**src/rtl/prps_pkg.sv**
```systemverilog
// Shared types and constants for the post-code register poll sequencer.
// Used by prps_step and the top level; no dependencies.
`default_nettype none

package prps_pkg;

	// Configuration register indexes
	typedef enum logic [2:0] {
		CFG_STAGE_TIMEOUT = 3'd0,
		CFG_POINTER_BANK  = 3'd1,
		CFG_P80_PTR_REG   = 3'd2,
		CFG_P81_PTR_REG   = 3'd3,
		CFG_POST_DATA_BANK = 3'd4,
		CFG_P81_DATA_OR   = 3'd5
	} cfg_index_t;

	localparam int CFG_DATA_W = 10;

	// Configuration reset values
	localparam logic [9:0] RST_STAGE_TIMEOUT = 10'd100;
	localparam logic [7:0] RST_POINTER_BANK  = 8'h10;
	localparam logic [7:0] RST_P80_PTR_REG   = 8'hE3;
	localparam logic [7:0] RST_P81_PTR_REG   = 8'hE8;
	localparam logic [7:0] RST_POST_DATA_BANK = 8'h11;
	localparam logic [7:0] RST_P81_DATA_OR   = 8'h80;

	// Target register addresses on the chip
	localparam logic [7:0] ADDR_BANK  = 8'hFF;
	localparam logic [7:0] ADDR_INDEX = 8'hFE;
	localparam logic [7:0] ADDR_DATA  = 8'h00;

	typedef enum logic [2:0] {
		KIND_START_POLL = 3'd0,
		KIND_START_READ = 3'd1,
		KIND_WRITE_DONE = 3'd2,
		KIND_READ_DONE  = 3'd3,
		KIND_BUS_ERROR  = 3'd4,
		KIND_TICK       = 3'd5
	} kind_t;

	typedef enum logic [2:0] {
		ACT_NONE   = 3'd0,
		ACT_REJECT = 3'd1,
		ACT_WRITE  = 3'd2,
		ACT_READ   = 3'd3,
		ACT_POLL   = 3'd4,
		ACT_SINGLE = 3'd5,
		ACT_FAIL   = 3'd6
	} action_t;

	typedef enum logic [1:0] {
		CAUSE_NONE    = 2'd0,
		CAUSE_TIMEOUT = 2'd1,
		CAUSE_BUS     = 2'd2,
		CAUSE_ORDER   = 2'd3
	} cause_t;

	typedef enum logic [6:0] {
		ST_IDLE       = 7'b0000001,
		ST_PTR_BANK   = 7'b0000010,
		ST_PTR_INDEX  = 7'b0000100,
		ST_PTR_READ   = 7'b0001000,
		ST_DATA_BANK  = 7'b0010000,
		ST_DATA_INDEX = 7'b0100000,
		ST_CODE_READ  = 7'b1000000
	} step_t;

	typedef struct packed {
		logic [9:0] stage_timeout;
		logic [7:0] pointer_bank;
		logic [7:0] p80_ptr_reg;
		logic [7:0] p81_ptr_reg;
		logic [7:0] post_data_bank;
		logic [7:0] p81_data_or;
	} cfg_t;

	typedef struct packed {
		step_t      step;
		logic       on_port81;
		logic       combined_mode;
		logic [7:0] pointer_byte;
		logic [7:0] held_pointer80;
		logic [7:0] held_code80;
		logic [7:0] held_page;
		logic [7:0] held_index;
	} seq_state_t;

	typedef struct packed {
		logic [2:0] kind;
		logic [7:0] page;
		logic [7:0] reg_index;
		logic [7:0] read_data;
	} event_t;

	typedef struct packed {
		action_t    action;
		logic [7:0] reg_addr;
		logic [7:0] reg_value;
		cause_t     fail_cause;
		logic [7:0] pointer80;
		logic [7:0] code80;
		logic [7:0] pointer81;
		logic [7:0] code81;
		logic [7:0] sample_page;
		logic [7:0] sample_index;
		logic [7:0] sample_value;
	} result_t;

	localparam int IN_TDATA_W  = 24;
	localparam int OUT_TDATA_W = 80;

endpackage

`default_nettype wire

```
**src/rtl/prps_step.sv**
```systemverilog
// Next-state and result logic for one event of the poll sequencer.
// Purely combinational; depends on prps_pkg.
`default_nettype none

module prps_step #(
	parameter int TIMER_BITS = 10
) (
	input  var prps_pkg::cfg_t       cfg,
	input  var prps_pkg::seq_state_t cur,
	input  wire [TIMER_BITS-1:0]     timer_cur,
	input  var prps_pkg::event_t     ev,
	output prps_pkg::seq_state_t     nxt,
	output logic [TIMER_BITS-1:0]    timer_nxt,
	output prps_pkg::result_t        res
);

	// compare width covers both the timer and the 10-bit timeout register
	localparam int CW = (TIMER_BITS > prps_pkg::CFG_DATA_W) ? TIMER_BITS : prps_pkg::CFG_DATA_W;
	localparam logic [TIMER_BITS-1:0] TIMER_MAX = {TIMER_BITS{1'b1}};

	logic [CW-1:0]         timeout_ext;
	logic [CW-1:0]         max_ext;
	logic [CW-1:0]         limit;
	logic [TIMER_BITS-1:0] timer_inc;
	logic [CW-1:0]         timer_inc_ext;
	logic [7:0]            hist_index;

	assign timeout_ext   = CW'(cfg.stage_timeout);
	assign max_ext       = CW'(TIMER_MAX);
	assign limit         = (timeout_ext < max_ext) ? timeout_ext : max_ext;
	assign timer_inc     = (timer_cur == TIMER_MAX) ? timer_cur : timer_cur + 1'b1;
	assign timer_inc_ext = CW'(timer_inc);

	// data index: pointer - 1, port 81 gets the mask; single read uses its own index
	always_comb begin
		if (cur.combined_mode) begin
			hist_index = cur.pointer_byte - 8'd1;
			if (cur.on_port81) begin
				hist_index = hist_index | cfg.p81_data_or;
			end
		end else begin
			hist_index = cur.held_index;
		end
	end

	always_comb begin
		nxt       = cur;
		timer_nxt = timer_cur;
		res       = '0;
		res.action     = prps_pkg::ACT_NONE;
		res.fail_cause = prps_pkg::CAUSE_NONE;

		unique case (ev.kind)
			prps_pkg::KIND_START_POLL: begin
				if (cur.step != prps_pkg::ST_IDLE) begin
					res.action = prps_pkg::ACT_REJECT;
				end else begin
					nxt.combined_mode = 1'b1;
					nxt.on_port81     = 1'b0;
					nxt.step          = prps_pkg::ST_PTR_BANK;
					timer_nxt         = '0;
					res.action        = prps_pkg::ACT_WRITE;
					res.reg_addr      = prps_pkg::ADDR_BANK;
					res.reg_value     = cfg.pointer_bank;
				end
			end
			prps_pkg::KIND_START_READ: begin
				if (cur.step != prps_pkg::ST_IDLE) begin
					res.action = prps_pkg::ACT_REJECT;
				end else begin
					nxt.combined_mode = 1'b0;
					nxt.on_port81     = 1'b0;
					nxt.held_page     = ev.page;
					nxt.held_index    = ev.reg_index;
					nxt.step          = prps_pkg::ST_DATA_BANK;
					timer_nxt         = '0;
					res.action        = prps_pkg::ACT_WRITE;
					res.reg_addr      = prps_pkg::ADDR_BANK;
					res.reg_value     = ev.page;
				end
			end
			prps_pkg::KIND_WRITE_DONE: begin
				unique case (cur.step)
					prps_pkg::ST_PTR_BANK: begin
						nxt.step      = prps_pkg::ST_PTR_INDEX;
						timer_nxt     = '0;
						res.action    = prps_pkg::ACT_WRITE;
						res.reg_addr  = prps_pkg::ADDR_INDEX;
						res.reg_value = cur.on_port81 ? cfg.p81_ptr_reg : cfg.p80_ptr_reg;
					end
					prps_pkg::ST_PTR_INDEX: begin
						nxt.step     = prps_pkg::ST_PTR_READ;
						timer_nxt    = '0;
						res.action   = prps_pkg::ACT_READ;
						res.reg_addr = prps_pkg::ADDR_DATA;
					end
					prps_pkg::ST_DATA_BANK: begin
						nxt.step      = prps_pkg::ST_DATA_INDEX;
						timer_nxt     = '0;
						res.action    = prps_pkg::ACT_WRITE;
						res.reg_addr  = prps_pkg::ADDR_INDEX;
						res.reg_value = hist_index;
					end
					prps_pkg::ST_DATA_INDEX: begin
						nxt.step     = prps_pkg::ST_CODE_READ;
						timer_nxt    = '0;
						res.action   = prps_pkg::ACT_READ;
						res.reg_addr = prps_pkg::ADDR_DATA;
					end
					default: begin
						nxt.step          = prps_pkg::ST_IDLE;
						nxt.on_port81     = 1'b0;
						nxt.combined_mode = 1'b0;
						timer_nxt         = '0;
						res.action        = prps_pkg::ACT_FAIL;
						res.fail_cause    = prps_pkg::CAUSE_ORDER;
					end
				endcase
			end
			prps_pkg::KIND_READ_DONE: begin
				unique case (cur.step)
					prps_pkg::ST_PTR_READ: begin
						nxt.pointer_byte = ev.read_data;
						nxt.step         = prps_pkg::ST_DATA_BANK;
						timer_nxt        = '0;
						res.action       = prps_pkg::ACT_WRITE;
						res.reg_addr     = prps_pkg::ADDR_BANK;
						res.reg_value    = cfg.post_data_bank;
					end
					prps_pkg::ST_CODE_READ: begin
						if (cur.combined_mode && !cur.on_port81) begin
							// port 80 done, hold its bytes and start port 81
							nxt.held_pointer80 = cur.pointer_byte;
							nxt.held_code80    = ev.read_data;
							nxt.on_port81      = 1'b1;
							nxt.step           = prps_pkg::ST_PTR_BANK;
							timer_nxt          = '0;
							res.action         = prps_pkg::ACT_WRITE;
							res.reg_addr       = prps_pkg::ADDR_BANK;
							res.reg_value      = cfg.pointer_bank;
						end else begin
							if (cur.combined_mode) begin
								res.action    = prps_pkg::ACT_POLL;
								res.pointer80 = cur.held_pointer80;
								res.code80    = cur.held_code80;
								res.pointer81 = cur.pointer_byte;
								res.code81    = ev.read_data;
							end else begin
								res.action       = prps_pkg::ACT_SINGLE;
								res.sample_page  = cur.held_page;
								res.sample_index = cur.held_index;
								res.sample_value = ev.read_data;
							end
							nxt.step          = prps_pkg::ST_IDLE;
							nxt.combined_mode = 1'b0;
							nxt.on_port81     = 1'b0;
							timer_nxt         = '0;
						end
					end
					default: begin
						nxt.step          = prps_pkg::ST_IDLE;
						nxt.on_port81     = 1'b0;
						nxt.combined_mode = 1'b0;
						timer_nxt         = '0;
						res.action        = prps_pkg::ACT_FAIL;
						res.fail_cause    = prps_pkg::CAUSE_ORDER;
					end
				endcase
			end
			prps_pkg::KIND_BUS_ERROR: begin
				nxt.step          = prps_pkg::ST_IDLE;
				nxt.on_port81     = 1'b0;
				nxt.combined_mode = 1'b0;
				timer_nxt         = '0;
				res.action        = prps_pkg::ACT_FAIL;
				res.fail_cause    = prps_pkg::CAUSE_BUS;
			end
			prps_pkg::KIND_TICK: begin
				if (cur.step != prps_pkg::ST_IDLE) begin
					if (timer_inc_ext >= limit) begin
						nxt.step          = prps_pkg::ST_IDLE;
						nxt.on_port81     = 1'b0;
						nxt.combined_mode = 1'b0;
						timer_nxt         = '0;
						res.action        = prps_pkg::ACT_FAIL;
						res.fail_cause    = prps_pkg::CAUSE_TIMEOUT;
					end else begin
						timer_nxt = timer_inc;
					end
				end
			end
			default: begin
				// unused kinds: no effect
			end
		endcase
	end

endmodule

`default_nettype wire

```
**src/rtl/postcode_register_poll_sequencer.sv**
```systemverilog
// Top level of the post-code register poll sequencer: stream ports, config
// registers, input and result registers. Depends on prps_pkg and prps_step.
`default_nettype none

// Sequences register transactions to a post-code chip behind a bus engine.
// Each input item is an event (start poll, start read, write done, read done
// with its byte, bus error, millisecond tick); each event yields exactly one
// result item telling the bus engine what to issue next, or reporting a
// sample, a rejection or a failure. A poll reads pointer and code for port 80
// and then port 81 and reports all four bytes; a single read reports one byte
// at a given page and index. Throughput is one item per clock while the
// result stream keeps up: the event is captured in an input register, the
// sequencer state and the result are computed in one pass of short logic
// and loaded into the result register. While a result waits on the output
// the input register still takes one more item; after that the input stalls
// until the result is taken. Config writes are only legal while no item is
// in flight.

module postcode_register_poll_sequencer #(
	parameter int TIMER_BITS = 10
) (
	input  wire        clk,
	input  wire        arst_n,
	// config write port
	input  wire        cfg_we,
	input  wire [2:0]  cfg_index,
	input  wire [prps_pkg::CFG_DATA_W-1:0] cfg_data,
	// event stream
	input  wire        s_tvalid,
	output logic       s_tready,
	input  wire [prps_pkg::IN_TDATA_W-1:0] s_tdata, // page[7:0], reg_index[15:8], read_data[23:16]
	input  wire [2:0]  s_tuser,                     // kind[2:0]
	// result stream
	output logic       m_tvalid,
	input  wire        m_tready,
	// reg_addr[7:0], reg_value[15:8], fail_cause[17:16], pointer80[25:18], code80[33:26],
	// pointer81[41:34], code81[49:42], sample_page[57:50], sample_index[65:58],
	// sample_value[73:66], zero fill [79:74]
	output logic [prps_pkg::OUT_TDATA_W-1:0] m_tdata,
	output logic [2:0] m_tuser                      // action[2:0]
);

	prps_pkg::cfg_t       cfg_q;
	prps_pkg::seq_state_t state_q;
	prps_pkg::seq_state_t state_nxt;
	logic [TIMER_BITS-1:0] timer_q;
	logic [TIMER_BITS-1:0] timer_nxt;

	logic              valid_s1;
	prps_pkg::event_t  ev_s1;
	prps_pkg::result_t res_nxt;
	prps_pkg::result_t res_q;
	logic              out_valid_q;

	logic in_fire;
	logic advance;

	// item in the input register moves on when the result register is free
	assign advance  = valid_s1 && (!out_valid_q || m_tready);
	assign s_tready = !valid_s1 || advance;
	assign in_fire  = s_tvalid && s_tready;

	// config registers
	always_ff @(posedge clk or negedge arst_n) begin
		if (!arst_n) begin
			cfg_q.stage_timeout  <= prps_pkg::RST_STAGE_TIMEOUT;
			cfg_q.pointer_bank   <= prps_pkg::RST_POINTER_BANK;
			cfg_q.p80_ptr_reg    <= prps_pkg::RST_P80_PTR_REG;
			cfg_q.p81_ptr_reg    <= prps_pkg::RST_P81_PTR_REG;
			cfg_q.post_data_bank <= prps_pkg::RST_POST_DATA_BANK;
			cfg_q.p81_data_or    <= prps_pkg::RST_P81_DATA_OR;
		end else if (cfg_we) begin
			unique case (cfg_index)
				prps_pkg::CFG_STAGE_TIMEOUT:  cfg_q.stage_timeout  <= cfg_data;
				prps_pkg::CFG_POINTER_BANK:   cfg_q.pointer_bank   <= cfg_data[7:0];
				prps_pkg::CFG_P80_PTR_REG:    cfg_q.p80_ptr_reg    <= cfg_data[7:0];
				prps_pkg::CFG_P81_PTR_REG:    cfg_q.p81_ptr_reg    <= cfg_data[7:0];
				prps_pkg::CFG_POST_DATA_BANK: cfg_q.post_data_bank <= cfg_data[7:0];
				prps_pkg::CFG_P81_DATA_OR:    cfg_q.p81_data_or    <= cfg_data[7:0];
				default: begin
					// writes beyond the register list are dropped
				end
			endcase
		end
	end

	// input register
	always_ff @(posedge clk or negedge arst_n) begin
		if (!arst_n) begin
			valid_s1 <= 1'b0;
		end else if (in_fire) begin
			valid_s1 <= 1'b1;
		end else if (advance) begin
			valid_s1 <= 1'b0;
		end
	end

	always_ff @(posedge clk) begin
		if (in_fire) begin
			ev_s1.kind      <= s_tuser;
			ev_s1.page      <= s_tdata[7:0];
			ev_s1.reg_index <= s_tdata[15:8];
			ev_s1.read_data <= s_tdata[23:16];
		end
	end

	prps_step #(
		.TIMER_BITS(TIMER_BITS)
	) u_step (
		.cfg       (cfg_q),
		.cur       (state_q),
		.timer_cur (timer_q),
		.ev        (ev_s1),
		.nxt       (state_nxt),
		.timer_nxt (timer_nxt),
		.res       (res_nxt)
	);

	// sequencer state
	always_ff @(posedge clk or negedge arst_n) begin
		if (!arst_n) begin
			state_q.step           <= prps_pkg::ST_IDLE;
			state_q.on_port81      <= 1'b0;
			state_q.combined_mode  <= 1'b0;
			state_q.pointer_byte   <= '0;
			state_q.held_pointer80 <= '0;
			state_q.held_code80    <= '0;
			state_q.held_page      <= '0;
			state_q.held_index     <= '0;
			timer_q                <= '0;
		end else if (advance) begin
			state_q <= state_nxt;
			timer_q <= timer_nxt;
		end
	end

	// result register
	always_ff @(posedge clk or negedge arst_n) begin
		if (!arst_n) begin
			out_valid_q <= 1'b0;
		end else if (advance) begin
			out_valid_q <= 1'b1;
		end else if (m_tready) begin
			out_valid_q <= 1'b0;
		end
	end

	always_ff @(posedge clk) begin
		if (advance) begin
			res_q <= res_nxt;
		end
	end

	assign m_tvalid = out_valid_q;
	assign m_tuser  = res_q.action;
	assign m_tdata  = {
		6'd0,
		res_q.sample_value,
		res_q.sample_index,
		res_q.sample_page,
		res_q.code81,
		res_q.pointer81,
		res_q.code80,
		res_q.pointer80,
		res_q.fail_cause,
		res_q.reg_value,
		res_q.reg_addr
	};

endmodule

`default_nettype wire
```
**config.mk**
```make
export PLATFORM = sky130hd
export DESIGN_NAME = postcode_register_poll_sequencer
export DESIGN_NICKNAME = d
export VERILOG_FILES = /design/src/rtl/prps_pkg.sv /design/src/rtl/prps_step.sv /design/src/rtl/postcode_register_poll_sequencer.sv
export SDC_FILE = /design/constraint.sdc
export NUM_CORES = 1
export LEC_CHECK = 0
export ABC_AREA = 1
export BUFFER_PORTS_ARGS = -buffer_cell sky130_fd_sc_hd__buf_2
export CAP_MARGIN = 20
export CORE_MARGIN = 1.5
export CORE_UTILIZATION = 52
export CTS_BUF_LIST = sky130_fd_sc_hd__clkbuf_16
export DETAILED_ROUTE_END_ITERATION = 16
export PLACE_DENSITY = 0.82
export SLEW_MARGIN = 5
export SYNTH_ARGS = -nofsm -noshare
export SYNTH_HDL_FRONTEND = slang
export SYNTH_SLANG_ARGS = --single-unit
```
**constraint.sdc**
```tcl
create_clock -name clk -period 2.7 [get_ports clk]
set_input_delay 0.405 -clock clk [delete_from_list [all_inputs] [get_ports clk]]
set_output_delay 0.405 -clock clk [all_outputs]
set_load 0.01 [all_outputs]
```
After elaboration in Yosys (flattened, before gate mapping)
Index checks and enable logic that the tools add are counted.
Storage, ports and cells
  register bits: 215
  output and inout bits: 85
  input bits: 45
  word-level logic and storage cells: 146
Cells by class
  muxes and demuxes: 44
  $lt $le $gt $ge: 2
  bitwise logic cells: 5
  $add $sub $neg: 2
  reduce and logical (&&, ||, !) cells: 35
  equality and inequality tests: 26
Operator list (count)
  $pmux 16 s4: 1
  $pmux 9 s6: 1
  $mux 10: 5
  $mux 16: 3
  $mux 9: 4
  $mux 8: 4
  $pmux 16 s2: 1
  $pmux 10 s3: 1
  $pmux 7 s4: 1
  $pmux 8 s2: 1
  $pmux 3 s5: 1
  $pmux 7 s2: 1
  $eq 3x2->1 const B: 4
  $eq 3x3->1 const B: 4
  $mux 3: 4
  $pmux 3 s2: 2
  $reduce_and 2->1: 6
  $reduce_or 4->1: 3
  $add 10x1->10 const B: 1
  $eq 10x10->1 const B: 1
  $ge 10x10->1: 1
  $lt 10x10->1 const B: 1
  $mux 2: 5
  $ne 2x2->1 const B: 5
  30 further kinds: 53

Logic depth before layout (Yosys ltp)
  depth after elaboration: 6
  mapped depth: 18
  depth with buffers taken out: 17

Cells and area by module
A second synthesis with hierarchy kept.
Second synthesis, totals
  cell total of the unflattened synthesis: 1176
  area, all modules: 10418.7 µm²
By module, submodules not included
  postcode_register_poll_sequencer: seq. area each 5921.9 µm², times used 1, cells each 604, area each 7612.3 µm²
  prps_step: seq. area each 0.0 µm², times used 1, cells each 572, area each 2806.4 µm²

Worst setup path before layout
No wires, ideal clock.
  kind: reg2reg
  start: register out_valid_q, in the netlist m_tvalid
  end: register state_q[2] in the netlist's numbering
  cell stages (with the launch flop): 8
  path slack: -0.222 ns
  required time: 2.577 ns
  path buffers: 1
  library setup time: 0.123 ns
  clock period less this slack: 2.922 ns
  data arrival time: 2.798 ns
  path through: dfrtp_1 > nand2_1 > nand2_1 > inv_1 > nand3_1 > buf_2 > nor2_1 > a21oi_1
Between the ends
  longest elaborated chain between the ends: 4
Ends and longest elaborated chain
  from (decl): line postcode_register_poll_sequencer.sv:53  | logic out_valid_q;
  from (signal assigned): line postcode_register_poll_sequencer.sv:140  | out_valid_q <= 1'b0;
  from (signal assigned): line postcode_register_poll_sequencer.sv:142  | out_valid_q <= 1'b1;
  from (signal assigned): line postcode_register_poll_sequencer.sv:144  | out_valid_q <= 1'b0;
  $logic_not 1->1: line postcode_register_poll_sequencer.sv:59  | assign advance = valid_s1 && (!out_valid_q || m_tready);
  $logic_or 1x1->1: line postcode_register_poll_sequencer.sv:59
  $logic_and 1x1->1: line postcode_register_poll_sequencer.sv:59
  via advance: line postcode_register_poll_sequencer.sv:56  | logic advance;
  $reduce_and 3->1 (no source line)
  to (signal assigned): line postcode_register_poll_sequencer.sv:132  | state_q <= state_nxt;
  to (decl): line postcode_register_poll_sequencer.sv:44  | prps_pkg::seq_state_t state_q;
The timed path passes the listed nets, and every way through them passes these cells.
A chain may end at the register's enable or synchronous reset.

Worst setup path in the final report
  start: register timer_q[0]
  end: register timer_q[3]
Between the ends
  longest elaborated chain between the ends: 6
  elaborated cells between the ends (all ways): 7
  classes of those cells: 1 x add/sub; 1 x order compare; 1 x eq/ne; 4 x mux
Ends and longest elaborated chain
  from (decl): line postcode_register_poll_sequencer.sv:46  | logic [TIMER_BITS-1:0] timer_q;
  from (signal assigned): line postcode_register_poll_sequencer.sv:133  | timer_q <= timer_nxt;
  $add 10x1->10 / $eq 10x10->1 (equally long branches): line prps_step.sv:31  | assign timer_inc = (timer_cur == TIMER_MAX) ? timer_cur : timer_cur + 1'b1;
  $mux 10 (*): line prps_step.sv:31
  $ge 10x10->1: line prps_step.sv:180  | if (timer_inc_ext >= limit) begin
  $mux 10 (*): line prps_step.sv:180
  $mux 10 (*): line prps_step.sv:179  | if (cur.step != prps_pkg::ST_IDLE) begin
  $pmux 10 s3 (*): line prps_step.sv:53  | unique case (ev.kind)
Mark *: on every way between the ends. The rest lies on a longest branch, timed or not. The select of a mux whose other input is x is not followed.

==> run metrics <==
outcome finished clean; via count 7,036; ANT nets after route 0; fin. max-slew vios 0; register share of total power 0.507; Main synth FF type edfxtp_1; CTS Buf Count 22; Hold Path Class primary input to flip-flop; final setup fails 0; H-tree depth 1; Hold Crit Depth 1; Antenna Cells 0; final std cells w/o fill 1,318; Vias/cell approximately 5.3; fraction of layout instances using a drive strength above 1 0.207; clock sinks ~210; Arrival @ worst endpoint 2.96 ns; maximum vdd drop 0.659 mV; Area Overhead vs Synth 16.6%; GRT overflow 0; GRT Total Usage 0.222; met1 wire length 8.96 mm; number of port buffers approximately 120; Int Pwr 5730 uW; final hold slack ~0.078 ns; combinational fraction of design power 0.153; commonest non-fill, non-tap cell in the layout nand2_1; CTS root buf clkbuf_16; Setup TNS 0 ns; Cells after Synth around 950; global-route wire length before repair 32.0 mm; Worst R2R End timer_q[3]; Post-route DRC 0; crit path time final 2.55 ns; row count 48; largest fanout on the critical path 9; Cell Pwr Density 736 mW/mm^2; Core ar. between 0.015 and 0.02 sq mm; Total Wirelength slightly above 20 mm; die area 0.0185 sq mm; placed cells 1,272; Critical Path Source Type flip-flop; final hold violations 0; Top Metal Used met4; Crit. End Element flip-flop; NetSw 2180 uW; Nets ~1,100; chip width 136 um; insertion delay of the later-clocked pin in the worst-skew pair 0.50 ns; post-DP HPWL 14.2 mm; worst hold start s_tuser[2]; Iteration-0 DRC Markers 682; largest net degree at the start of global routing 70; post-placement cell area 0.0100 sq mm; asr flop ratio synth 0.531; synthesized flop and latch total 209; CTS tree done; number of synthesized flops with an enable pin 98; GPL Wtd Cong 0.898; WS Path Type flip-flop to flip-flop; met2 WL 9.56 mm; Netlist Area Pre-Place approximately 0.009 sq mm; fillers 1,344; Unique masters post-synth 40; worst relative slew slack 0.549; Clk pwr share 0.340; syn avg cell area 9.72 sq um; fin area between 0.01 and 0.015 sq mm; Initial Utilization 0.533; Max clock buf depth 3; worst reg2reg path depth 12; FF-to-FF Start timer_q[0]; reg2reg setup slack 0.15 ns; antenna violations before repair 0; Hold EP ev_s1[26]; Pre-antenna DRT Iters 5; Leak 0.00501 uW; share of the yosys chip area belonging to registers 0.623; f_max between 0.3 and 0.4 GHz; clock skew 0.0149 ns; io pins 130; die height roughly 140 um; length of routed met3 wiring between 1.5 and 2 mm; worst path required time 3.11 ns; most frequent cells in the layout 217 x nand2_1, 130 x inv_1, 122 x buf_2; vias in the first global route 6,429; Synth warnings 0; Period Utilization, post-route 0.944; max-cap violations 0; Slew @ Worst Pin approximately 0.67 ns; CTS clk-pin slew, worst paths 0.06 ns; Sw Share 0.275; drt wl/cell 15.6 um
==> worst max-delay path: stages (launching register included) <==
cell	delay, ns
dfrtp_1	0.40
ha_1	0.22
nand4_1	0.12
inv_2	0.08
nand2_2	0.15
nand3_1	0.13
ha_1	0.33
a21o_1	0.20
nor2_2	0.19
nand4_4	0.26
clkinvlp_4	0.21
nand3_1	0.08
o21ai_0	0.09
==> metal layers <==
metal  up-vias  GRT usage
met5         -          0
met4         0     0.0674
met3        38     0.0321
met2       315      0.349
met1      3342      0.321
li1       3341          -
==> kinds of logic after synthesis <==
| family | synth area share |
|---|---|
| AO/OA/AOI/OAI | 0.0932 |
| XOR/XNOR | 0.00570 |
| adder cells (fa/ha/maj) | 0.0163 |
| buffers and inverters | 0.0789 |
| flip-flops | 0.623 |
| other | 0.000407 |
| AND/OR/NAND/NOR | 0.182 |
==> sequential cells by signal, summed over array words and instances, names as in the netlist <==
register / cells
cfg_q: 50
ev_s1: 27
m_tdata: 68
m_tuser: 3
m_tvalid: 1
state_q: 49
timer_q: 10
valid_s1: 1
==> how the worst max path moves through the flow <==
stage | from | to | slack, ns
after global routing | timer_q[4] | timer_q[3] | -0.03
after floorplan | m_tready | state_q[2] | 0.22
after detailed placement | timer_q[0] | timer_q[3] | 0.0002
after CTS | timer_q[0] | timer_q[3] | 0.0004
final | timer_q[0] | timer_q[3] | 0.15
after global placement | timer_q[0] | timer_q[3] | 0.08
==> stage by stage <==
| step | setup slack, ns | total power (uW) | util |
|---|---|---|---|
| floorplan | 0.222 | 4800 | - |
| global placement | 0.0793 | 5180 | 0.579 |
| detailed placement | 0.000201 | 5240 | 0.579 |
| CTS | 0.000401 | 7930 | 0.617 |
| global route | -0.0264 | 8250 | 0.621 |
| finish | 0.152 | 7910 | 0.621 |
==> power groups by stage <==
stage	combinational, uW	sequential, uW	clock [uW]
2_1_floorplan	709	4090	0
3_3_place_gp	1140	4050	0
3_5_place_dp	1180	4060	0
4_1_cts	1190	4010	2720
5_1_grt	1360	4050	2840
6_report	1210	4010	2690
==> synth_stat cells (3+ instances only) <==
| library cell | number | area share |
|---|---|---|
| a21oi_1 | 25 | 0.014 |
| buf_2 | 13 | 0.0071 |
| buf_4 | 13 | 0.011 |
| buf_6 | 3 | 0.0037 |
| clkbuf_1 | 9 | 0.0037 |
| dfrtp_1 | 94 | 0.26 |
| dfstp_2 | 17 | 0.048 |
| edfxtp_1 | 98 | 0.32 |
| ha_1 | 12 | 0.016 |
| inv_1 | 123 | 0.050 |
| inv_2 | 4 | 0.0016 |
| nand2_1 | 218 | 0.089 |
| nand2_2 | 4 | 0.0027 |
| nand2_4 | 3 | 0.0037 |
| nand3_1 | 39 | 0.021 |
| nand3b_1 | 3 | 0.0024 |
| nand4_1 | 12 | 0.0081 |
| nor2_1 | 106 | 0.043 |
| o2111ai_1 | 3 | 0.0029 |
| o211ai_1 | 5 | 0.0041 |
| o21ai_0 | 83 | 0.045 |
| o21ai_1 | 13 | 0.0071 |
| o21ai_2 | 11 | 0.010 |
| o22ai_1 | 9 | 0.0061 |
| or2_2 | 3 | 0.0020 |
| xor2_1 | 6 | 0.0057 |
==> repair_timing <==
item | 4_1_cts | 5_1_grt
hold buffers | 1 | 0
setup buffers | 0 | 4
setup endpoints to repair | 0 | 22
endpoints found under the hold margin | 38 | 0
gates resized for setup | 0 | 12
==> layout make-up <==
cell class,instances,area (sq um),area share
repair buffers,138,771,0.0718
flip-flops and latches,209,5740,0.535
clock inverters,17,68.8,0.00641
well taps,225,282,0.0262
clock buffers,23,576,0.0536
multi-input cells,575,2790,0.260
inverters,130,500,0.0466
repair inverters,1,7.51,0.000699
Note: power is estimated with default switching activity, not from simulation.
